**src/hdl/crcpfr_pkg.sv**
```systemverilog
`timescale 1ns / 1ps
// Shared types, codes and the byte-wide CRC-16 update of the packet frame receiver.
package crcpfr_pkg;

	localparam logic [7:0]  START_BYTE       = 8'hA1;
	localparam logic [15:0] CRC_INIT         = 16'hFFFF;
	localparam logic [7:0]  MAX_LENGTH_RESET = 8'd200;

	localparam logic [1:0] EV_PAYLOAD = 2'd0;
	localparam logic [1:0] EV_GOOD    = 2'd1;
	localparam logic [1:0] EV_BAD     = 2'd2;
	localparam logic [1:0] EV_REJECT  = 2'd3;

	typedef enum logic [5:0] {
		PH_HUNT    = 6'b000001,
		PH_TYPE    = 6'b000010,
		PH_LEN     = 6'b000100,
		PH_CRCLO   = 6'b001000,
		PH_CRCHI   = 6'b010000,
		PH_PAYLOAD = 6'b100000
	} phase_t;

	typedef struct packed {
		logic        emit;
		logic [1:0]  kind;
		logic [7:0]  value;
		logic [7:0]  index;
		logic [7:0]  ptype;
		logic [7:0]  plength;
		logic [15:0] crc;
	} result_t;

	// Reflected CCITT CRC-16 (polynomial 0x8408), one byte per call.
	function automatic logic [15:0] crc_step(input logic [7:0] b, input logic [15:0] crc);
		logic [7:0] x;
		x = b ^ crc[7:0];
		x = x ^ {x[3:0], 4'b0000};
		return {x, 8'h00} ^ {8'h00, crc[15:8]} ^ {12'h000, x[7:4]} ^ {5'b00000, x, 3'b000};
	endfunction

endpackage

```
**src/hdl/crcpfr_parser.sv**
```systemverilog
`timescale 1ns / 1ps
// Frame parser: phase register, header fields, running CRC and result decode.
module crcpfr_parser (
	input  logic                 clk,
	input  logic                 arst_n,
	input  logic                 step,
	input  logic [7:0]           byte_in,
	input  logic [7:0]           max_length,
	output crcpfr_pkg::result_t  res
);

	crcpfr_pkg::phase_t phase_q, phase_d;
	logic [7:0]  type_q, type_d;
	logic [7:0]  length_q, length_d;
	logic [15:0] hdr_crc_q, hdr_crc_d;
	logic [15:0] run_crc_q, run_crc_d;
	logic [7:0]  count_q, count_d;
	logic [15:0] crc_next;
	logic [15:0] hdr_full;
	logic        more;

	assign crc_next = crcpfr_pkg::crc_step(byte_in, run_crc_q);
	assign hdr_full = {byte_in, hdr_crc_q[7:0]};
	assign more     = ({1'b0, count_q} + 9'd1) < {1'b0, length_q};

	always_comb begin
		phase_d   = phase_q;
		type_d    = type_q;
		length_d  = length_q;
		hdr_crc_d = hdr_crc_q;
		run_crc_d = run_crc_q;
		count_d   = count_q;
		res       = '0;
		res.ptype   = type_q;
		res.plength = length_q;
		res.crc     = hdr_crc_q;
		case (phase_q)
			crcpfr_pkg::PH_TYPE: begin
				type_d    = byte_in;
				run_crc_d = crc_next;
				phase_d   = crcpfr_pkg::PH_LEN;
			end
			crcpfr_pkg::PH_LEN: begin
				if (byte_in > max_length) begin
					res.emit    = 1'b1;
					res.kind    = crcpfr_pkg::EV_REJECT;
					res.plength = byte_in;
					res.crc     = '0;
					phase_d     = crcpfr_pkg::PH_HUNT;
				end else begin
					length_d  = byte_in;
					run_crc_d = crc_next;
					phase_d   = crcpfr_pkg::PH_CRCLO;
				end
			end
			crcpfr_pkg::PH_CRCLO: begin
				hdr_crc_d = {8'h00, byte_in};
				phase_d   = crcpfr_pkg::PH_CRCHI;
			end
			crcpfr_pkg::PH_CRCHI: begin
				hdr_crc_d = hdr_full;
				count_d   = '0;
				if (length_q == 8'd0) begin
					// Empty packet: the verdict comes with the second CRC byte.
					res.emit = 1'b1;
					res.kind = (run_crc_q == hdr_full) ? crcpfr_pkg::EV_GOOD
						: crcpfr_pkg::EV_BAD;
					res.crc  = hdr_full;
					phase_d  = crcpfr_pkg::PH_HUNT;
				end else begin
					phase_d = crcpfr_pkg::PH_PAYLOAD;
				end
			end
			crcpfr_pkg::PH_PAYLOAD: begin
				run_crc_d = crc_next;
				count_d   = count_q + 8'd1;
				res.emit  = 1'b1;
				res.value = byte_in;
				res.index = count_q;
				if (more) begin
					res.kind = crcpfr_pkg::EV_PAYLOAD;
				end else begin
					// The last payload byte carries the verdict instead.
					res.kind = (crc_next == hdr_crc_q) ? crcpfr_pkg::EV_GOOD
						: crcpfr_pkg::EV_BAD;
					phase_d  = crcpfr_pkg::PH_HUNT;
				end
			end
			default: begin
				phase_d = crcpfr_pkg::PH_HUNT;
				if (byte_in == crcpfr_pkg::START_BYTE) begin
					run_crc_d = crcpfr_pkg::CRC_INIT;
					phase_d   = crcpfr_pkg::PH_TYPE;
				end
			end
		endcase
	end

	always_ff @(posedge clk or negedge arst_n) begin
		if (!arst_n) begin
			phase_q   <= crcpfr_pkg::PH_HUNT;
			type_q    <= '0;
			length_q  <= '0;
			hdr_crc_q <= '0;
			run_crc_q <= crcpfr_pkg::CRC_INIT;
			count_q   <= '0;
		end else if (step) begin
			phase_q   <= phase_d;
			type_q    <= type_d;
			length_q  <= length_d;
			hdr_crc_q <= hdr_crc_d;
			run_crc_q <= run_crc_d;
			count_q   <= count_d;
		end
	end

endmodule

```
**src/hdl/crc_packet_frame_receiver_unit.sv**
```systemverilog
`timescale 1ns / 1ps
// Top level of the packet frame receiver: input register, parser, result register.
//
//  channel  | handshake                   | payload
//  ---------+-----------------------------+-------------------------------------------
//  input    | in_valid / in_stall         | data_byte
//  result   | out_valid / out_stall       | event_kind, data_value, data_index,
//           |                             | packet_type, packet_length, received_crc
//  config   | cfg_valid / cfg_ready       | max_length
//
// One byte is taken per clock while in_stall is low. A byte is captured in the input register, decoded by the
// parser in the following cycle and, when it yields an event, lands in the result register
// once that register is free to take it. The rate
// is set by the single byte-wide CRC update and phase decode between the two registers.
// Reset puts the parser in the start-byte hunt, the CRC at all ones and max_length at 200.
// A stalled result holds the result register; bytes that give no event still pass through,
// and only a byte that would give an event waits, which then stalls the input.
module crc_packet_frame_receiver_unit (
	input  logic        clk,
	input  logic        arst_n,
	input  logic        in_valid,
	output logic        in_stall,
	input  logic [7:0]  data_byte,
	output logic        out_valid,
	input  logic        out_stall,
	output logic [1:0]  event_kind,
	output logic [7:0]  data_value,
	output logic [7:0]  data_index,
	output logic [7:0]  packet_type,
	output logic [7:0]  packet_length,
	output logic [15:0] received_crc,
	input  logic        cfg_valid,
	output logic        cfg_ready,
	input  logic [7:0]  max_length
);

	logic                valid_s1;
	logic [7:0]          byte_s1;
	logic [7:0]          max_len_q;
	logic                out_valid_q;
	logic                out_free;
	logic                adv;
	crcpfr_pkg::result_t res;
	crcpfr_pkg::result_t out_q;

	// The limit register takes a write in every cycle.
	assign cfg_ready = 1'b1;

	always_ff @(posedge clk or negedge arst_n) begin
		if (!arst_n) begin
			max_len_q <= crcpfr_pkg::MAX_LENGTH_RESET;
		end else if (cfg_valid) begin
			max_len_q <= max_length;
		end
	end

	// The result register can take a new event when it is empty or being drained.
	assign out_free = !out_valid_q || !out_stall;
	// A buffered byte moves into the parser unless its event has nowhere to go.
	assign adv      = valid_s1 && (out_free || !res.emit);
	assign in_stall = valid_s1 && !adv;

	always_ff @(posedge clk or negedge arst_n) begin
		if (!arst_n) begin
			valid_s1 <= 1'b0;
		end else if (!in_stall) begin
			valid_s1 <= in_valid;
		end
	end

	always_ff @(posedge clk) begin
		if (!in_stall && in_valid) begin
			byte_s1 <= data_byte;
		end
	end

	crcpfr_parser u_parser (
		.clk        (clk),
		.arst_n     (arst_n),
		.step       (adv),
		.byte_in    (byte_s1),
		.max_length (max_len_q),
		.res        (res)
	);

	always_ff @(posedge clk or negedge arst_n) begin
		if (!arst_n) begin
			out_valid_q <= 1'b0;
		end else begin
			out_valid_q <= (adv && res.emit) || (out_valid_q && out_stall);
		end
	end

	always_ff @(posedge clk) begin
		if (adv && res.emit) begin
			out_q <= res;
		end
	end

	assign out_valid     = out_valid_q;
	assign event_kind    = out_q.kind;
	assign data_value    = out_q.value;
	assign data_index    = out_q.index;
	assign packet_type   = out_q.ptype;
	assign packet_length = out_q.plength;
	assign received_crc  = out_q.crc;

`ifndef NO_ASSERTIONS
	a_stall_needs_byte: assert property (@(posedge clk) disable iff (!arst_n)
		in_stall |-> valid_s1)
		else $error("input stalled with no buffered byte");

	a_no_overwrite: assert property (@(posedge clk) disable iff (!arst_n)
		(out_valid_q && out_stall && res.emit) |-> !adv)
		else $error("pending result would be overwritten");

	a_stalled_byte_kept: assert property (@(posedge clk) disable iff (!arst_n)
		in_stall |=> valid_s1 && $stable(byte_s1))
		else $error("buffered byte lost during stall");

	a_index_in_range: assert property (@(posedge clk) disable iff (!arst_n)
		(out_valid && event_kind == crcpfr_pkg::EV_PAYLOAD) |-> data_index < packet_length)
		else $error("payload index beyond packet length");

	a_reject_clean: assert property (@(posedge clk) disable iff (!arst_n)
		(out_valid && event_kind == crcpfr_pkg::EV_REJECT) |->
		(received_crc == 16'h0000 && data_value == 8'h00 && data_index == 8'h00))
		else $error("rejected length event carries stale fields");
`endif

endmodule

```
**config.mk**
```make
export PLATFORM = sky130hd
export DESIGN_NAME = crc_packet_frame_receiver_unit
export DESIGN_NICKNAME = d
export VERILOG_FILES = /design/src/hdl/crcpfr_pkg.sv /design/src/hdl/crcpfr_parser.sv /design/src/hdl/crc_packet_frame_receiver_unit.sv
export SDC_FILE = /design/constraint.sdc
export NUM_CORES = 1
export LEC_CHECK = 0
export BUFFER_PORTS_ARGS = -buffer_cell sky130_fd_sc_hd__buf_4
export CORE_MARGIN = 2
export CORE_UTILIZATION = 30
export CTS_BUF_LIST = sky130_fd_sc_hd__clkbuf_8
export CTS_CLUSTER_DIAMETER = 150
export DETAILED_ROUTE_END_ITERATION = 10
export GPL_ROUTABILITY_DRIVEN = 0
export PLACE_DENSITY = 0.47
export SETUP_SLACK_MARGIN = 0.15
export SYNTH_ARGS = -nofsm -noshare
export SYNTH_HDL_FRONTEND = slang
export SYNTH_SLANG_ARGS = --single-unit
```
**constraint.sdc**
```tcl
create_clock -name clk -period 6.7 [get_ports clk]
set_clock_uncertainty 0.1 [all_clocks]
set_input_delay 0.335 -clock clk [delete_from_list [all_inputs] [get_ports clk]]
set_output_delay 0.335 -clock clk [all_outputs]
set_load 0.01 [all_outputs]
```
Word-level counts from Yosys, hierarchy flattened
Index checks and enable logic that the tools add are counted.

cells by class
  add/subtract/negate cells = 2
  $lt $le $gt $ge = 2
  multiplexer cells = 20
  reductions and logical operators = 26
  bitwise operators = 8
  equal/unequal tests = 10

operator list
  cell                                                             count
  16-bit one-hot mux with 2 select lines                           2
  16-bit 2-to-1 mux                                                3
  16-bit one-hot mux with 3 select lines                           1
  16-bit == test                                                   2
  6-bit one-hot mux with 5 select lines                            1
  24-bit 2-to-1 mux                                                1
  8-bit one-hot mux with 2 select lines                            1
  16-bit by 11-bit XOR with 16-bit output                          1
  16-bit by 4-bit XOR with 16-bit output                           1
  16-bit by 8-bit XOR with 16-bit output                           1
  8-bit XOR                                                        2
  6-bit 2-to-1 mux                                                 2
  8-bit by 1-bit adder with 9-bit output, second input constant    1
  9-bit by 8-bit less-than comparator with 1-bit output            1
  3-bit one-hot mux with 3 select lines                            1
  8-bit by 1-bit adder with 8-bit output, second input constant    1
  8-bit == test, second input constant                             1
  8-bit > comparator                                               1
  8-bit zero test                                                  1
  2-bit 2-to-1 mux                                                 4
  8-bit 2-to-1 mux                                                 1
  2-bit AND reduction                                              4
  6-bit by 2-bit == test with 1-bit output, second input constant  1
  6-bit by 3-bit == test with 1-bit output, second input constant  1
  other kinds (15)                                                 32

storage, ports and cells
  register bits = 130
  logic and storage cells = 85
  input port bits = 21

Longest topological paths before layout
  depth after elaboration = 16
  depth in mapped cells = 11
  mapped depth without buffers = 11

Modules after synthesis
A second synthesis with hierarchy kept.

second synthesis, totals
  cells, all modules = 509
  area total of the unflattened synthesis = 6343.6 µm²

modules (own cells, without submodules)
  module                          area an instance (µm²)  seq. area each (µm²)  cells an instance  times used
  crcpfr_parser                   4156.5                  1572.8                420                1
  crc_packet_frame_receiver_unit  2187.1                  1995.7                89                 1

Worst setup path before layout
OpenSTA, ideal clock, no wires.

  path type = register -> register
  start = reg byte_s1[1]
  end = reg out_q, in the netlist data_index[0] (enable)
  cell stages (with the launch flop) = 8
  library setup time = 533 ps
  arrival = 5248 ps
  setup slack = 819 ps
  required time = 6067 ps
  cell sequence = edfxtp_1 -> ha_1 -> nor2b_1 -> o211ai_1 -> a21oi_1 -> o211ai_1 -> clkbuf_1 -> a211oi_1

on the way
  longest elaborated chain between the ends = 7

RTL lines
  item                                     RTL line                              RTL
  start: declaration                       crc_packet_frame_receiver_unit.sv:38  logic [7:0] byte_s1;
  start signal: assignment                 crc_packet_frame_receiver_unit.sv:73  byte_s1 <= data_byte;
  8-bit > comparator *                     crcpfr_parser.sv:44                   if (byte_in > max_length) begin
  3-bit 2-to-1 mux *                       crcpfr_parser.sv:44
  3-bit one-hot mux with 3 select lines *  crcpfr_parser.sv:37                   case (phase_q)
  1-bit zero test                          crc_packet_frame_receiver_unit.sv:60  assign adv = valid_s1 && (out_free || !res.emit);
  1-bit logical OR                         crc_packet_frame_receiver_unit.sv:60
  1-bit logical AND                        crc_packet_frame_receiver_unit.sv:60
  1-bit logical AND *                      crc_packet_frame_receiver_unit.sv:95  if (adv && res.emit) begin
  end signal: assignment                   crc_packet_frame_receiver_unit.sv:96  out_q <= res;
  end: declaration                         crc_packet_frame_receiver_unit.sv:44  crcpfr_pkg::result_t out_q;

Every way passes the cells marked *; elsewhere a longest branch is shown, timed or not.
A chain may end at the register's enable or synchronous reset.

Worst setup path after layout
  start = reg byte_s1[1]
  end = out in_stall

on the way
  longest elaborated chain between the ends = 8

RTL lines
  item                                   RTL line                              RTL
  8-bit > comparator                     crcpfr_parser.sv:44
  3-bit 2-to-1 mux                       crcpfr_parser.sv:44
  3-bit one-hot mux with 3 select lines  crcpfr_parser.sv:37
  1-bit zero test                        crc_packet_frame_receiver_unit.sv:60
  1-bit logical OR                       crc_packet_frame_receiver_unit.sv:60
  1-bit logical AND                      crc_packet_frame_receiver_unit.sv:60
  1-bit zero test                        crc_packet_frame_receiver_unit.sv:61  assign in_stall = valid_s1 && !adv;
  1-bit logical AND                      crc_packet_frame_receiver_unit.sv:61
  end: declaration                       crc_packet_frame_receiver_unit.sv:22  output logic in_stall,

Every way passes these cells.

==> impl_results.md <==
* Status: complete, no violations
* Number of iterations in the first detailed-routing pass at 4
* Setup repair after global routing missed its margin: false
* Die Y-Extent at 152 µm
* CTS tree: built
* Static power due to leakage at 0.00363 µW
* Largest voltage drop on the vdd net at 0.106 mV
* Count of antenna-violating nets left after detailed routing at 0
* Worst Path Required at 6.26 ns
* Endpoints failing hold at 0
* Antenna violations before repair at 0
* Max Freq at 284 MHz
* Wire length of the first global-routing pass at 25.7 mm
* Area contributors post-synth: sky130_fd_sc_hd__edfxtp_1, sky130_fd_sc_hd__dfrtp_1, sky130_fd_sc_hd__dfstp_2
* NumNets Final at 676
* Vias in the first global route at 4,451
* Tightest slew margin relative to the limit at 21.2%
* Number of buffers on the longest clock path at 2
* Worst EP arrival at 3.09 ns
* Largest net degree at the start of global routing at 73
* Hold slack at 0.0282 ns
* Kind of cell adding the most delay to the critical path: compound AO/OA/AOI/OAI gates
* Number of cells in the design after placement at 883
* Number of violations reported at the end of detailed-routing iteration 0 at 254
* Number of primary I/O pins at 74
* Final total negative setup slack at 0 ns
* Worst R2R Setup Slack at 3.34 ns
* CTS HTree Levels at 4
* Crit Path Max Fanout at 13
* CTS root buf: sky130_fd_sc_hd__clkbuf_8
* Fraction of the yosys area taken by sequential cells at 54.2%
* Max Cap Viol at 0
* Worst stage delay on the critical path at 0.82 ns
* Tightest Hold Check Type: in -> reg
* Share of the clock period used by the worst path after layout at 52.6%
* Cell type with the largest total area after synthesis: sky130_fd_sc_hd__edfxtp_1
* Post-detailed-route DRC marker count at 0
* Total of flip-flops plus latches after synthesis at 130
* Number of unique standard cell types used by synthesis at 65
* Quantity of I/O buffers inserted on ports at 72
* Reg area at 3570 µm²
* Number of synthesized flops with an enable pin at 58
* Placement Cell Area at 7380 µm²
* Cell count after synthesis at 553
* Endpoint class of the critical path: primary output
* Reg-to-reg startpoint: byte_s1[1]
* Number of endpoints failing setup at the final stage at 0
* Async set or reset register ratio after synthesis at 55.4%
* Mean Syn Cell Area at 11.9 µm²
* Worst r2r dst: u_parser.count_q[1]
* Startpoint of the most critical setup path: byte_s1[1]
* Finished layout cell area at 7940 µm²
* Total via count after detailed routing at 4,500
* Clock slew at the register clock pins of the worst setup and hold paths at 0.08 ns
* Number of standard-cell rows in the floorplan at 54
* Critical path class: reg -> out
* Num Clock Sinks at 130
* Cell count along the critical path at 8
* Multi-input gate area at 2820 µm²
* Fillcell total at 2,147
* Count of yosys warnings during synthesis at 0
* Synthesized net count at 590
* Layout cells sized above 1 at 23.5%
* Total global routing overflow at 0
* Post-placement worst setup slack at 3.38 ns
* Chip Width at 152 µm
* Startpoint class of the critical path: flop
* Hpwl dp at 11.4 mm
* Starting density of the core at 30.4%
* Core Area at 21,700 µm²
* Post-detailed-route via-to-cell ratio at 4.83
* Transition time of the tightest slew-check pin at 1.18 ns
* Total Die Area at 23,100 µm²
* Worst Setup EP: in_stall
* Cell with the largest stage delay on the worst path: sky130_fd_sc_hd__edfxtp_1
* Clock buffer count from CTS at 17
* Hold-critical path depth at 2
* Number of cells on the worst reg-to-reg path at 7
* # Post-CTS Setup Buffers at 0
* Setup ws final at 3.18 ns
* Min Tclk post-route at 3.52 ns
* Antenna diode instance count at 0
* Clock network latency to the later pin of the worst-skew pair at 0.44 ns
* Critical-path cell list: ha_1 > nor2b_1 > o211ai_1 > a21oi_1 > o211a_1 > o2111ai_1 > inv_1 > buf_4
* Detail-routed net length per standard cell at 17.5 µm
* Yosys top cell area share at 26.5%
* Final non-filler cell total at 932
* Summed instance area of the synthesized netlist at 6580 µm²
* Most used DFF post-synth: sky130_fd_sc_hd__edfxtp_1
* Total detailed-routing wirelength at 16.3 mm
* Buf+Inv Stages, Crit Path at 2
* Final slew viol count at 0
* Layout Area Growth over Synthesis at 20.6%
* Ratio of total power to cell area at 224 nW/µm²
* GRT Util Overall at 14.2%
-- layout make-up --
class,instances,share of cell area [%]
Sequential cell,130,44.9
Multi-Input combinational cell,376,35.5
Timing Repair Buffer,91,9.14
Tap cell,280,4.41
Clock buffer,17,2.95
Clock inverter,15,2.00
Inverter,23,1.09
-- report_power, final --
group          total (µW)  internal, µW  switching, µW
Combinational         211           103            108
Clock                 673           335            338
Sequential            896           857           39.1
-- metrics by stage --
| step | utilization, % | power [µW] |
|---|---|---|
| 6_report | 36.6 | 1780 |
| 5_1_grt | 36.6 | 1860 |
| 4_1_cts | 36.6 | 1800 |
| 3_5_place_dp | 34.0 | 1120 |
| 3_3_place_gp | 34.0 | 1120 |
| 2_1_floorplan | - | 1050 |
-- synth_stat cells (6+ instances only) --
cell type                  count
sky130_fd_sc_hd__o21ai_0      24
sky130_fd_sc_hd__and3_1        8
sky130_fd_sc_hd__nor2_1       14
sky130_fd_sc_hd__ha_1         16
sky130_fd_sc_hd__dfstp_2      20
sky130_fd_sc_hd__a21oi_1       9
sky130_fd_sc_hd__a32o_1       10
sky130_fd_sc_hd__nand3_1      15
sky130_fd_sc_hd__o21ai_1       7
sky130_fd_sc_hd__xnor3_1       6
sky130_fd_sc_hd__nor4_1        8
sky130_fd_sc_hd__edfxtp_1     58
sky130_fd_sc_hd__nor3_1       10
sky130_fd_sc_hd__xnor2_1      21
sky130_fd_sc_hd__and2_1       24
sky130_fd_sc_hd__mux2_2        6
sky130_fd_sc_hd__dfrtp_1      52
sky130_fd_sc_hd__xor2_1       31
sky130_fd_sc_hd__clkbuf_1     12
sky130_fd_sc_hd__buf_2         6
sky130_fd_sc_hd__mux2_1       20
sky130_fd_sc_hd__mux2_4        8
sky130_fd_sc_hd__inv_1        21
sky130_fd_sc_hd__nand2_1      72
-- repair_timing --
action                    in CTS  in global routing
hold endpoints to repair      68                  0
resized for setup              0                  0
hold buffers                  17                  0
-- metal layers --
metal,global-route usage [%],part of all wire (%),vias to the layer above
met5,0,0,-
met3,2.85,4.4,17
met1,20.0,48,2214
met4,4.27,1.3,0
li1,-,-,2151
met2,22.3,46,118
-- cells by family (layout without fill, tap and decap cells) --
kind of cell | Yosys count | in the layout | share of synthesized area (%)
flip-flops | 130 | 130 | 54.2
buffers and inverters | 47 | 146 | 3.19
adder cells (fa/ha/maj) | 16 | 16 | 3.04
XOR/XNOR | 61 | 61 | 9.71
multiplexers | 39 | 39 | 7.03
other | 1 | 1 | 0.0570
AO/OA/AOI/OAI | 81 | 81 | 8.74
AND/OR/NAND/NOR | 178 | 178 | 14.0
-- cells in the final DEF (no fill, tap or decap), drive strengths merged, types with 4 or more instances in the layout --
master        n
nor2         16
a32o         10
edfxtp       58
and3          8
and2         24
clkinv        4
a221o         5
xnor2        24
nor4         10
clkbuf       17
inv          29
nand4         4
nor3         10
mux2i         5
dlygate4sd3  17
ha           16
buf          74
nand3        17
dfstp        20
dfrtp        52
nand2        72
o211ai        5
xnor3         6
a21oi         9
mux2         34
xor2         31
o21ai        32
-- registers in the layout (all words and copies together), names as in the netlist --
name                cells
max_len_q               8
valid_s1                1
data_value              8
packet_type             8
u_parser.run_crc_q     16
u_parser.hdr_crc_q     16
packet_length           8
event_kind              2
u_parser.count_q        8
u_parser.phase_q        6
data_index              8
byte_s1                 8
u_parser.type_q         8
out_valid               1
received_crc           16
u_parser.length_q       8
-- worst register-to-register path, delay by kind of cell, from the launching register on --
family          cells  cell delay, ns
simple gates        2            1.06
fa+ha+maj           1            0.36
compound gates      4            0.95
flops               1            0.82
-- worst min path at each step --
| stage | start | to | slack [ns] |
|---|---|---|---|
| floorplan | arst_n | max_len_q[0] | -0.06 |
| global placement | u_parser.type_q[1] | packet_type[1] | 0.33 |
| detailed placement | u_parser.type_q[7] | packet_type[7] | 0.34 |
| CTS | max_length[0] | max_len_q[0] | 0.006 |
| global route | max_length[0] | max_len_q[0] | 0.01 |
| finish | max_length[0] | max_len_q[0] | 0.03 |
Power figures use the tool's default switching activity.
